===== config.mk =====
export PLATFORM = sky130hd
export DESIGN_NAME = graph_edge_table_degree_hash_unit
export DESIGN_NICKNAME = d
export VERILOG_FILES = /design/src/gedh_pkg.sv /design/src/gedh_ctrl.sv /design/src/gedh_dp.sv /design/src/graph_edge_table_degree_hash_unit.sv
export SDC_FILE = /design/constraint.sdc
export NUM_CORES = 2
export LEC_CHECK = 0
export BUFFER_PORTS_ARGS = -buffer_cell sky130_fd_sc_hd__buf_2
export CORE_ASPECT_RATIO = 0.6
export CORE_MARGIN = 1
export CORE_UTILIZATION = 39
export DETAILED_ROUTE_END_ITERATION = 10
export MAX_ROUTING_LAYER = met4
export PLACE_DENSITY = 0.54
export SETUP_SLACK_MARGIN = 0.1
export SYNTH_ARGS = -nofsm -noshare
export SYNTH_HDL_FRONTEND = slang
export SYNTH_SLANG_ARGS = --single-unit

===== constraint.sdc =====
create_clock -name clk -period 8.7 [get_ports clk]
set_input_delay 1.305 -clock clk [delete_from_list [all_inputs] [get_ports clk]]
set_output_delay 1.305 -clock clk [all_outputs]
set_load 0.005 [all_outputs]

===== src/gedh_pkg.sv =====
// Shared constants, codes and controller/datapath command type
// for the graph edge table degree hash unit. No dependencies.
package gedh_pkg;

  localparam int VID_W = 5;
  localparam int DEG_W = 6;
  localparam int CNT_W = 6;
  localparam int ROW_W = 2 ** VID_W;
  localparam int SUM_W = 32;
  localparam int HASH_W = 31;

  localparam logic [CNT_W-1:0] VERTEX_LIMIT = 6'd32;
  localparam logic [CNT_W-1:0] CAPACITY_RESET = 6'd32;
  localparam logic [CNT_W-1:0] START_RESET = 6'd0;

  localparam logic [1:0] ACT_ADD_EDGE = 2'd0;
  localparam logic [1:0] ACT_REMOVE_EDGE = 2'd1;
  localparam logic [1:0] ACT_ADD_VERTEX = 2'd2;
  localparam logic [1:0] ACT_CLEAR = 2'd3;

  localparam logic STATUS_DONE = 1'b0;
  localparam logic STATUS_REFUSED = 1'b1;

  localparam logic REG_CAPACITY = 1'b0;
  localparam logic REG_START = 1'b1;

  typedef struct packed {
    logic accept_edge;
    logic accept_simple;
    logic rd_t;
    logic cap_f;
    logic cap_t;
    logic calc;
    logic wr_f;
    logic wr_t;
  } cmd_t;

endpackage


===== src/gedh_ctrl.sv =====
// Sequencer for the graph edge table: accepts transactions and steps the
// datapath through read, compute and write-back. Depends on gedh_pkg.
module gedh_ctrl (
  input  logic              clk,
  input  logic              rst,
  input  logic              start,
  input  logic [1:0]        action,
  input  logic              edge_ok,
  output logic              busy,
  output logic              done,
  output gedh_pkg::cmd_t    cmd
);

  localparam logic [2:0] S_IDLE = 3'd0;
  localparam logic [2:0] S_RDF  = 3'd1;
  localparam logic [2:0] S_RDT  = 3'd2;
  localparam logic [2:0] S_CALC = 3'd3;
  localparam logic [2:0] S_WRF  = 3'd4;
  localparam logic [2:0] S_WRT  = 3'd5;

  logic [2:0] state;
  logic [2:0] state_next;
  logic       accept;
  logic       is_edge;

  assign busy    = (state != S_IDLE);
  assign accept  = start && !busy;
  assign is_edge = (action == gedh_pkg::ACT_ADD_EDGE) ||
                   (action == gedh_pkg::ACT_REMOVE_EDGE);

  always_comb begin
    cmd = '0;
    state_next = state;
    unique case (state)
      S_IDLE: begin
        if (accept) begin
          if (is_edge && edge_ok) begin
            cmd.accept_edge = 1'b1;
            state_next = S_RDF;
          end else begin
            cmd.accept_simple = 1'b1;
          end
        end
      end
      S_RDF: begin
        cmd.cap_f = 1'b1;
        cmd.rd_t = 1'b1;
        state_next = S_RDT;
      end
      S_RDT: begin
        cmd.cap_t = 1'b1;
        state_next = S_CALC;
      end
      S_CALC: begin
        cmd.calc = 1'b1;
        state_next = S_WRF;
      end
      S_WRF: begin
        cmd.wr_f = 1'b1;
        state_next = S_WRT;
      end
      S_WRT: begin
        cmd.wr_t = 1'b1;
        state_next = S_IDLE;
      end
      default: state_next = S_IDLE;
    endcase
  end

  always_ff @(posedge clk) begin
    if (rst) begin
      state <= S_IDLE;
      done <= 1'b0;
    end else begin
      state <= state_next;
      done <= cmd.accept_simple || cmd.wr_t;
    end
  end

endmodule


===== src/gedh_dp.sv =====
// Datapath for the graph edge table: row/degree memory, cube sum,
// vertex count and result registers. Depends on gedh_pkg.
module gedh_dp (
  input  logic                                   clk,
  input  logic                                   rst,
  input  gedh_pkg::cmd_t                         cmd,
  input  logic [1:0]                             action,
  input  logic [gedh_pkg::VID_W-1:0]             from_vertex,
  input  logic [gedh_pkg::VID_W-1:0]             to_vertex,
  input  logic [gedh_pkg::CNT_W-1:0]             cap_now,
  input  logic [gedh_pkg::CNT_W-1:0]             start_vertices,
  output logic                                   edge_ok,
  output logic                                   status,
  output logic                                   edge_was_present,
  output logic [gedh_pkg::DEG_W-1:0]             first_degree,
  output logic [gedh_pkg::DEG_W-1:0]             second_degree,
  output logic [gedh_pkg::CNT_W-1:0]             vertex_count,
  output logic signed [gedh_pkg::HASH_W-1:0]     hash_value
);

  localparam int ENT_W = gedh_pkg::DEG_W + gedh_pkg::ROW_W;
  localparam int STEP_W = 14;

  // entry = {degree, adjacency row}
  logic [ENT_W-1:0]              mem [gedh_pkg::ROW_W];
  logic [gedh_pkg::ROW_W-1:0]    valid;
  logic [ENT_W-1:0]              rd_data;
  logic                          rd_valid;
  logic [gedh_pkg::VID_W-1:0]    rd_addr;
  logic                          we;
  logic [gedh_pkg::VID_W-1:0]    wr_addr;
  logic [ENT_W-1:0]              wr_data;
  logic [ENT_W-1:0]              rd_entry;

  logic [gedh_pkg::VID_W-1:0]    f_reg;
  logic [gedh_pkg::VID_W-1:0]    t_reg;
  logic                          inc;
  logic [gedh_pkg::ROW_W-1:0]    row_f;
  logic [gedh_pkg::ROW_W-1:0]    row_t;
  logic [gedh_pkg::DEG_W-1:0]    deg_f;
  logic [gedh_pkg::DEG_W-1:0]    deg_t;
  logic [gedh_pkg::ROW_W-1:0]    new_row_f;
  logic [gedh_pkg::ROW_W-1:0]    new_row_t;
  logic [gedh_pkg::DEG_W-1:0]    new_deg_f;
  logic [gedh_pkg::DEG_W-1:0]    new_deg_t;
  logic                          was;
  logic [gedh_pkg::SUM_W-1:0]    delta;

  logic [gedh_pkg::SUM_W-1:0]    cube_sum;
  logic [gedh_pkg::CNT_W-1:0]    live;
  logic [gedh_pkg::SUM_W-1:0]    hash_round;

  logic                          c_was;
  logic                          c_flip;
  logic [gedh_pkg::DEG_W-1:0]    c_amt;
  logic [STEP_W:0]               c_mag;
  logic [gedh_pkg::SUM_W-1:0]    c_mag_ext;
  logic [gedh_pkg::ROW_W-1:0]    f_bit;
  logic [gedh_pkg::ROW_W-1:0]    t_bit;

  // |cube(d +- 1) - cube(d)| = 3d^2 +- 3d + 1
  function automatic logic [STEP_W-1:0] cube_step(input logic [gedh_pkg::DEG_W-1:0] d,
                                                  input logic up);
    logic [11:0]        sq;
    logic [STEP_W-1:0]  three_sq;
    logic [STEP_W-1:0]  three_d;
    sq = {6'b0, d} * {6'b0, d};
    three_sq = {1'b0, sq, 1'b0} + {2'b0, sq};
    three_d = {7'b0, d, 1'b0} + {8'b0, d};
    if (up) begin
      cube_step = three_sq + three_d + 14'd1;
    end else begin
      cube_step = three_sq - three_d + 14'd1;
    end
  endfunction

  assign edge_ok = ({1'b0, from_vertex} < live) && ({1'b0, to_vertex} < live);

  assign rd_addr = cmd.rd_t ? t_reg : from_vertex;
  assign rd_entry = rd_valid ? rd_data : '0;
  assign we = cmd.wr_f || cmd.wr_t;
  assign wr_addr = cmd.wr_t ? t_reg : f_reg;
  assign wr_data = cmd.wr_t ? {new_deg_t, new_row_t} : {new_deg_f, new_row_f};

  always_ff @(posedge clk) begin
    if (we) begin
      mem[wr_addr] <= wr_data;
    end
    rd_data <= mem[rd_addr];
  end

  always_ff @(posedge clk) begin
    if (rst) begin
      valid <= '0;
      rd_valid <= 1'b0;
    end else begin
      rd_valid <= valid[rd_addr];
      if (cmd.accept_simple && action == gedh_pkg::ACT_CLEAR) begin
        valid <= '0;
      end else if (we) begin
        valid[wr_addr] <= 1'b1;
      end
    end
  end

  always_comb begin
    f_bit = '0;
    t_bit = '0;
    f_bit[f_reg] = 1'b1;
    t_bit[t_reg] = 1'b1;
    c_was = row_f[t_reg];
    c_flip = inc ? !c_was : c_was;
    c_amt = (f_reg == t_reg) ? 6'd2 : 6'd1;
    c_mag = {1'b0, cube_step(deg_f, inc)} + {1'b0, cube_step(deg_t, inc)};
    c_mag_ext = {{(gedh_pkg::SUM_W-STEP_W-1){1'b0}}, c_mag};
  end

  always_ff @(posedge clk) begin
    if (cmd.accept_edge) begin
      f_reg <= from_vertex;
      t_reg <= to_vertex;
      inc <= (action == gedh_pkg::ACT_ADD_EDGE);
    end
    if (cmd.cap_f) begin
      row_f <= rd_entry[gedh_pkg::ROW_W-1:0];
      deg_f <= rd_entry[ENT_W-1:gedh_pkg::ROW_W];
    end
    if (cmd.cap_t) begin
      row_t <= rd_entry[gedh_pkg::ROW_W-1:0];
      deg_t <= rd_entry[ENT_W-1:gedh_pkg::ROW_W];
    end
    if (cmd.calc) begin
      was <= c_was;
      new_row_f <= inc ? (row_f | t_bit) : (row_f & ~t_bit);
      new_row_t <= inc ? (row_t | f_bit) : (row_t & ~f_bit);
      if (c_flip) begin
        new_deg_f <= inc ? deg_f + c_amt : deg_f - c_amt;
        new_deg_t <= inc ? deg_t + c_amt : deg_t - c_amt;
        delta <= inc ? c_mag_ext : -c_mag_ext;
      end else begin
        new_deg_f <= deg_f;
        new_deg_t <= deg_t;
        delta <= '0;
      end
    end
  end

  always_ff @(posedge clk) begin
    if (rst) begin
      cube_sum <= '0;
      live <= '0;
    end else if (cmd.wr_t) begin
      cube_sum <= cube_sum + delta;
    end else if (cmd.accept_simple) begin
      if (action == gedh_pkg::ACT_CLEAR) begin
        cube_sum <= '0;
        live <= (start_vertices < cap_now) ? start_vertices : cap_now;
      end else if (action == gedh_pkg::ACT_ADD_VERTEX && live < cap_now) begin
        live <= live + 6'd1;
      end
    end
  end

  always_ff @(posedge clk) begin
    if (cmd.wr_t) begin
      status <= gedh_pkg::STATUS_DONE;
      edge_was_present <= was;
      first_degree <= new_deg_f;
      second_degree <= new_deg_t;
    end else if (cmd.accept_simple) begin
      edge_was_present <= 1'b0;
      first_degree <= '0;
      second_degree <= '0;
      priority if (action == gedh_pkg::ACT_ADD_VERTEX) begin
        status <= (live < cap_now) ? gedh_pkg::STATUS_DONE : gedh_pkg::STATUS_REFUSED;
      end else if (action == gedh_pkg::ACT_CLEAR) begin
        status <= gedh_pkg::STATUS_DONE;
      end else begin
        status <= gedh_pkg::STATUS_REFUSED;
      end
    end
  end

  // signed halving, truncated toward zero
  assign hash_round = cube_sum + {{(gedh_pkg::SUM_W-1){1'b0}}, cube_sum[gedh_pkg::SUM_W-1]};
  assign hash_value = hash_round[gedh_pkg::SUM_W-1:1];
  assign vertex_count = live;

endmodule


===== src/graph_edge_table_degree_hash_unit.sv =====
// Graph edge table with degree-cube hash: configuration registers and
// controller/datapath wiring. Depends on gedh_pkg, gedh_ctrl, gedh_dp.
//
// Usage:
//   A transaction is taken at a rising edge with start high and busy low.
//   action selects add edge, remove edge, add vertex or clear; from_vertex
//   and to_vertex name the endpoints of edge actions.
//   Each transaction yields one result, shown for one cycle with done high.
//   Add vertex, clear and refused edge actions: result in the next cycle.
//   Accepted edge actions: busy is high through RDF, RDT, CALC, WRF and WRT; done follows WRT.
//   The edge path reads two rows of the row/degree memory (one read port, one write port) one
//   at a time, computes cube steps, then writes the two rows back in turn.
//   busy is low while done is high, so a new start may coincide with a result.
//   Throughput: 1 per cycle for non-edge actions while no edge action holds busy high.
//   The receiver cannot stall; done is a one-cycle strobe.
//   Registers over APB: 0x0 vertex_capacity (reset 32), 0x4 start_vertices
//   (reset 0); write only while idle. pready is always high.
//   Synchronous reset empties the graph (row valid bits cleared at once),
//   zeroes the vertex count and hash, and restores register defaults.
module graph_edge_table_degree_hash_unit (
  input  logic                                 clk,
  input  logic                                 rst,
  input  logic                                 start,
  output logic                                 busy,
  input  logic [1:0]                           action,
  input  logic [gedh_pkg::VID_W-1:0]           from_vertex,
  input  logic [gedh_pkg::VID_W-1:0]           to_vertex,
  output logic                                 done,
  output logic                                 status,
  output logic                                 edge_was_present,
  output logic [gedh_pkg::DEG_W-1:0]           first_degree,
  output logic [gedh_pkg::DEG_W-1:0]           second_degree,
  output logic [gedh_pkg::CNT_W-1:0]           vertex_count,
  output logic signed [gedh_pkg::HASH_W-1:0]   hash_value,
  input  logic                                 psel,
  input  logic                                 penable,
  input  logic                                 pwrite,
  input  logic [2:0]                           paddr,
  input  logic [31:0]                          pwdata,
  output logic [31:0]                          prdata,
  output logic                                 pready
);

  logic [gedh_pkg::CNT_W-1:0] vertex_capacity;
  logic [gedh_pkg::CNT_W-1:0] start_vertices;
  logic [gedh_pkg::CNT_W-1:0] cap_now;
  logic                       cfg_wr;
  logic                       edge_ok;
  gedh_pkg::cmd_t             cmd;

  assign pready = 1'b1;
  assign cfg_wr = psel && penable && pwrite && pready;
  assign prdata = (paddr[2] == gedh_pkg::REG_START) ? {26'b0, start_vertices}
                                                    : {26'b0, vertex_capacity};
  assign cap_now = (vertex_capacity < gedh_pkg::VERTEX_LIMIT) ? vertex_capacity
                                                              : gedh_pkg::VERTEX_LIMIT;

  always_ff @(posedge clk) begin
    if (rst) begin
      vertex_capacity <= gedh_pkg::CAPACITY_RESET;
      start_vertices <= gedh_pkg::START_RESET;
    end else if (cfg_wr) begin
      unique case (paddr[2])
        gedh_pkg::REG_CAPACITY: vertex_capacity <= pwdata[gedh_pkg::CNT_W-1:0];
        gedh_pkg::REG_START:    start_vertices <= pwdata[gedh_pkg::CNT_W-1:0];
        default: ;
      endcase
    end
  end

  gedh_ctrl u_ctrl (
    .clk     (clk),
    .rst     (rst),
    .start   (start),
    .action  (action),
    .edge_ok (edge_ok),
    .busy    (busy),
    .done    (done),
    .cmd     (cmd)
  );

  gedh_dp u_dp (
    .clk              (clk),
    .rst              (rst),
    .cmd              (cmd),
    .action           (action),
    .from_vertex      (from_vertex),
    .to_vertex        (to_vertex),
    .cap_now          (cap_now),
    .start_vertices   (start_vertices),
    .edge_ok          (edge_ok),
    .status           (status),
    .edge_was_present (edge_was_present),
    .first_degree     (first_degree),
    .second_degree    (second_degree),
    .vertex_count     (vertex_count),
    .hash_value       (hash_value)
  );

endmodule


# Word level (Yosys, flattened, before mapping)
# Memory sizes are Yosys's and may differ from the RTL's. A register that Yosys moved wholly into a read port is not among the register bits.
# Cells that the tools add are included.
[totals]
output_inout_bits = 86
word_cells = 166
inputBits = 53
mem_count = 1
mem_bits_rw = 1216
reg_bits = 297
[mem_list]
columns = ["name", "words", "width", "read_ports", "rd_clocked_by_memory_dff", "write_ports", "line", "source"]
rows = [
  ["u_dp.mem", 32, 38, 1, 1, 1, "gedh_dp.sv:25", "logic [ENT_W-1:0] mem [gedh_pkg::ROW_W];"],
]
[classes]
n_reduce_logical = 28
n_mul = 2
muxes = 55
n_lt_le_gt_ge = 12
n_addsub = 21
bitwise = 10
n_eq_ne = 11
[op_table]
columns = ["operator", "n"]
rows = [
  ["32-bit two-way mux", 5],
  ["32-bit bitwise OR", 3],
  ["38-bit two-way mux", 2],
  ["6-bit two-way mux", 12],
  ["32-bit bitwise AND", 2],
  ["32-bit inverter", 2],
  ["14-bit by 1-bit adder with 14-bit output, second input constant", 4],
  ["32-bit by 1-bit adder with 32-bit output", 1],
  ["32-bit adder", 1],
  ["15-bit negation with 32-bit output", 1],
  ["13-bit by 12-bit adder with 14-bit output", 2],
  ["14-bit adder", 2],
  ["14-bit two-way mux", 2],
  ["14-bit subtractor", 2],
  ["5-bit by 6-bit less-than comparator with 1-bit output, second input constant", 4],
  ["6-bit by 6-bit multiplier with 12-bit output", 2],
  ["1-bit two-way mux", 19],
  ["7-bit by 6-bit adder with 8-bit output", 2],
  ["14-bit by 14-bit adder with 15-bit output", 1],
  ["1-bit demux with 5-bit select", 3],
  ["5-bit by 1-bit >= comparator with 1-bit output, second input constant", 3],
  ["15-bit two-way mux", 1],
  ["3-bit one-hot mux with 5 select lines", 1],
  ["6-bit adder", 2],
  ["other kinds (27)", 60],
]

# Longest topological paths before layout
[logic_depth]
depth_word = 8
mapped_depth = 38
mapped_depth_nobuf = 37

# By module
# From an unflattened synthesis, not the netlist that was laid out.
[hier_totals]
cells_unflattened = 4384
hier_area_um2 = 68061.5
[by_module_without_submodules]
columns = ["mod", "cells_per_inst", "instances", "seq_area_each_um2", "area_per_inst_um2"]
rows = [
  ["gedh_dp", 4268, 1, 44843.0, 66932.9],
  ["graph_edge_table_degree_hash_unit", 89, 1, 240.2, 859.6],
  ["gedh_ctrl", 27, 1, 80.1, 269.0],
]

# Worst setup path after synthesis
# Ideal clock, no wire load.
[synth_timing]
path_type = "register -> register"
start = "register u_dp.deg_f[5] (netlist bit)"
end = "register u_dp.delta[14] (netlist bit) (data pin)"
n_path_buf = 1
path_slack_ps = 649
t_required_ps = 8426
period_less_slack_ps = 8051
setup_time_ps = 274
stages_incl_launch_ff = 33
arrival_ps = 7777
path_cell_list = "edfxtp_1 and2_1 fa_1 inv_1 fa_1 fa_1 inv_1 ha_1 nand3b_1 a211oi_1 xor2_1 ha_1 o21ba_2 mux2_2 o21bai_1 xor2_1 inv_1 ha_1 a21oi_1 nand2_1 o21ai_0 o21ai_0 or3_1 a21o_1 o211a_1 xor2_1 ha_1 xor2_1 clkbuf_1 nor3_1 ha_1 nor2_1 a211oi_1"
[synth_via]
elab_chain_cells = 8
elab_cells_between_ends = 11
cone_classes = "add/sub: 8; mul: 1; mux: 2"
[synth_lines]
columns = ["element", "line", "source"]
rows = [
  ["start, declared", "gedh_dp.sv:40", "logic [gedh_pkg::DEG_W-1:0] deg_f;"],
  ["start signal, assigned", "gedh_dp.sv:126", "deg_f <= rd_entry[ENT_W-1:gedh_pkg::ROW_W];"],
  ["6-bit by 6-bit multiplier with 12-bit output", "gedh_dp.sv:67", "sq = {6'b0, d} * {6'b0, d};"],
  ["13-bit by 12-bit adder with 14-bit output", "gedh_dp.sv:68", "three_sq = {1'b0, sq, 1'b0} + {2'b0, sq};"],
  ["14-bit subtractor / 14-bit adder (equally long branches)", "gedh_dp.sv:73, gedh_dp.sv:71", ""],
  ["14-bit by 1-bit adder with 14-bit output (on tied branches)", "gedh_dp.sv:73, gedh_dp.sv:71", ""],
  ["14-bit two-way mux *", "gedh_dp.sv:70", "if (up) begin"],
  ["14-bit by 14-bit adder with 15-bit output *", "gedh_dp.sv:114", "c_mag = {1'b0, cube_step(deg_f, inc)} + {1'b0, cube_step(deg_t, inc)};"],
  ["15-bit negation with 32-bit output", "gedh_dp.sv:139", "delta <= inc ? c_mag_ext : -c_mag_ext;"],
  ["15-bit two-way mux *", "gedh_dp.sv:139", ""],
  ["end signal, assigned", "gedh_dp.sv:139", ""],
  ["end, declared", "gedh_dp.sv:47", "logic [gedh_pkg::SUM_W-1:0] delta;"],
]
# Mark *: on every way between the ends. The rest lies on a longest branch, timed or not.
# A chain may end at the register's enable or synchronous reset.

# Worst setup path after layout
[layout_timing]
start = "register u_dp.deg_f[2] (netlist bit)"
end = "register u_dp.delta[25] (netlist bit) (data pin)"
[layout_via]
elab_chain_cells = 7
elab_cells_between_ends = 10
cone_classes = "add/sub: 8; mul: 1; mux: 1"
[layout_lines]
columns = ["element", "line"]
rows = [
  ["6-bit by 6-bit multiplier with 12-bit output", "gedh_dp.sv:67"],
  ["13-bit by 12-bit adder with 14-bit output", "gedh_dp.sv:68"],
  ["14-bit subtractor / 14-bit adder (equally long branches)", "gedh_dp.sv:73, gedh_dp.sv:71"],
  ["14-bit by 1-bit adder with 14-bit output (on tied branches)", "gedh_dp.sv:73, gedh_dp.sv:71"],
  ["14-bit two-way mux *", "gedh_dp.sv:70"],
  ["14-bit by 14-bit adder with 15-bit output *", "gedh_dp.sv:114"],
  ["15-bit negation with 32-bit output *", "gedh_dp.sv:139"],
]
# Marks and branches as above.

==> flow_summary.json <==
{
  "power.leakage_uw": 0.0264,
  "avgSynthCellArea_sq_um": 15.3,
  "hp-start": "u_dp.cube_sum[0]",
  "hold_path.class": "reg -> reg",
  "cp_top_family": "adder cells",
  "ios": 139,
  "clockBufferDepth": 4,
  "worst_setup_path_start_kind": "flop",
  "fmax_mhz": 122,
  "drive_above_1_share_pct": 17.3,
  "largest_reg_flops": 1216,
  "worstPathArrival_ns": 8.72,
  "status": "completed",
  "skew_ns": 0.0471,
  "drt_iter0_drc": 4945,
  "overflow": 0,
  "first_pass_iters": 6,
  "die_w_microns": 541,
  "cts_tree": "yes",
  "hpwl_mm": 107,
  "hold_viol": 0,
  "diodes": 0,
  "antenna_found_initial": 2,
  "synth_flop_cell": "edfxtp_1",
  "maxCapViolations": 0,
  "core_area_sq_um": 173000,
  "worstPathBufferInverterCount": 6,
  "vias": 39200,
  "syn_area_sq_um": 68000,
  "fillers": 15200,
  "finalWeightedCongestion": 0.866,
  "viasPerCell": 5.63,
  "root_buffer": "clkbuf_16",
  "power.total_uw": 18400,
  "synthDistinctLibCells": 80,
  "clkTransAtPathRegs_ns": 0.07,
  "critPathMaxFanout": 12,
  "port_buffers": 83,
  "critPathKind": "reg -> reg",
  "slowest_stage": "fa_1",
  "die_y_microns": 325,
  "maxSlewViolCount": 0,
  "drc_errors": 0,
  "htree_levels": 4,
  "final-setup-viol-count": 0,
  "synth_cells": 4458,
  "async_flop_share_pct": 0,
  "grt_max_degree": 105,
  "initial_utilization_pct": 39.4,
  "rsz0062_at_grt": "false",
  "dieArea_sq_um": 176000,
  "crit_required_ns": 9.24,
  "insertion_delay_ns": 0.80,
  "areaGrowthSynthToFinish_pct": 12.2,
  "crit_start": "u_dp.deg_f[2]",
  "ir_drop_mv": 0.473,
  "tightest_slew_ns": 1.33,
  "finalCritPeriodShare_pct": 94.0,
  "power_density_nw_per_um2": 241,
  "grt_pass1_vias": 37300,
  "reg_top3": "u_dp.mem (1216), u_dp.rd_data (38)",
  "worst_slack_ns": 0.520,
  "regToRegStartpoint": "u_dp.deg_f[2]",
  "ys_seq_elements": 1546,
  "cts_hold_buf": 0,
  "wire_per_inst_microns": 27.0,
  "synth_seq_area_share_pct": 66.4,
  "top_register": "u_dp.mem",
  "finalCriticalPeriod_ns": 8.18,
  "synth_edf_count": 1420,
  "num_rows": 118,
  "ys_warn_count": 0,
  "clock-sinks": 1546,
  "endpoint_kind": "flop",
  "grt_usage_pct": 21.8,
  "wl_mm": 188,
  "tns_ns": 0,
  "postRouteAntennaNets": 0,
  "final_nets": 4865,
  "cts_buffers": 150,
  "grt_first_pass_wirelength_mm": 270,
  "slowest_delay_ns": 0.55,
  "relSlewSlack_pct": 11.4,
  "cp_common_cell": "ha_1",
  "pre_cts_ws_ns": 0.147
}
## placed cells by master (no fill, tap or decap), types with 90 or more instances in the layout
| master | netlist | layout |
|---|---|---|
| a21oi_1 | 90 | 90 |
| edfxtp_1 | 1420 | 1420 |
| dfxtp_1 | 126 | 126 |
| nand2_1 | 609 | 608 |
| mux4_2 | 320 | 320 |
| inv_1 | 135 | 133 |
| o21ai_0 | 159 | 155 |
| ha_1 | 206 | 206 |
| xnor2_1 | 95 | 94 |
| nand3_1 | 236 | 236 |
| clkbuf_16 | 0 | 155 |
| nor2_1 | 183 | 149 |
## synthesized netlist by cell type (26+ instances only)
cell         n  area [sq um]
a21o_1      55           413
a21oi_1     90           450
and2_1      61           382
and3_1      31           194
buf_1       27           101
buf_2       35           175
buf_4       28           210
clkbuf_1   142           533
dfxtp_1    126          2520
edfxtp_1  1420         42600
ha_1       206          2580
inv_1      135           507
mux2_2      26           293
mux4_2     320          7210
nand2_1    609          2290
nand3_1    236          1180
nor2_1     183           687
nor3_1      40           200
o21a_1      49           368
o21ai_0    159           796
o31ai_1     43           323
xnor2_1     95           832
xor2_1      63           552
## final cells by class
class / instances / area [sq um] / share of cell area [%]
inverters: 136 / 510 / 0.669
clock buffers: 215 / 4270 / 5.60
repair buffers: 179 / 1240 / 1.62
clock inverters: 49 / 439 / 0.576
well taps: 2280 / 2850 / 3.74
flip-flops and latches: 1546 / 45200 / 59.2
multi-input cells: 2569 / 21800 / 28.6
## worst paths after layout
| kind | to | slack [ns] | depth (start not counted) |
|---|---|---|---|
| setup / recovery | u_dp.delta[25] | 0.52 | 32 |
| hold / removal | u_dp.cube_sum[0] | 0.46 | 1 |
| setup reg to reg | u_dp.delta[25] | 0.52 | 32 |
| hold reg to reg | u_dp.cube_sum[0] | 0.46 | 1 |
## kinds of logic (layout without fill, tap and decap cells)
| kind of cell | Yosys count | in the layout | synth area share [%] |
|---|---|---|---|
| other | 2 | 27 | 0.0110 |
| XOR/XNOR | 159 | 159 | 2.07 |
| buffers and inverters | 368 | 579 | 2.25 |
| AND/OR/NAND/NOR | 1246 | 1246 | 8.10 |
| multiplexers | 365 | 365 | 11.3 |
| AO/OA/AOI/OAI | 542 | 542 | 5.33 |
| adder cells (fa/ha/maj) | 230 | 230 | 4.50 |
| flip-flops | 1546 | 1546 | 66.4 |
## routing by layer
layer / vias to the layer above / track usage (%) / share of wire [%]
met1: 20300 / 35.0 / 50
met2: 1558 / 28.4 / 40
met5: - / - / 0
met4: 0 / 3.69 / 1.6
met3: 208 / 4.25 / 8.9
li1: 17200 / - / -
## metrics by stage
stage / hold slack [ns] / instance area, sq um / util (%) / instances
after floorplan: 0.421 / 68100 / - / 4483
after global placement: 0.437 / 71500 / 41.4 / 6710
after detailed placement: 0.442 / 71500 / 41.4 / 6710
after CTS: 0.453 / 76200 / 44.1 / 6974
after global routing: 0.475 / 76300 / 44.2 / 6974
final: 0.457 / 76300 / 44.2 / 6974
## what timing repair did
action	in CTS	in global routing
setup endpoints to repair	0	15
gates resized for setup	0	20
setup buffers	0	0
## where the power goes
part	leakage [uW]	switching [uW]	total (uW)	internal, uW
Sequential	0.0138	29.1	8110	8080
Combinational	0.0103	2340	3870	1530
Clock	0.00230	2780	6410	3630
Total	0.0264	5150	18400	13200
Note: power is estimated with default switching activity, not from simulation.
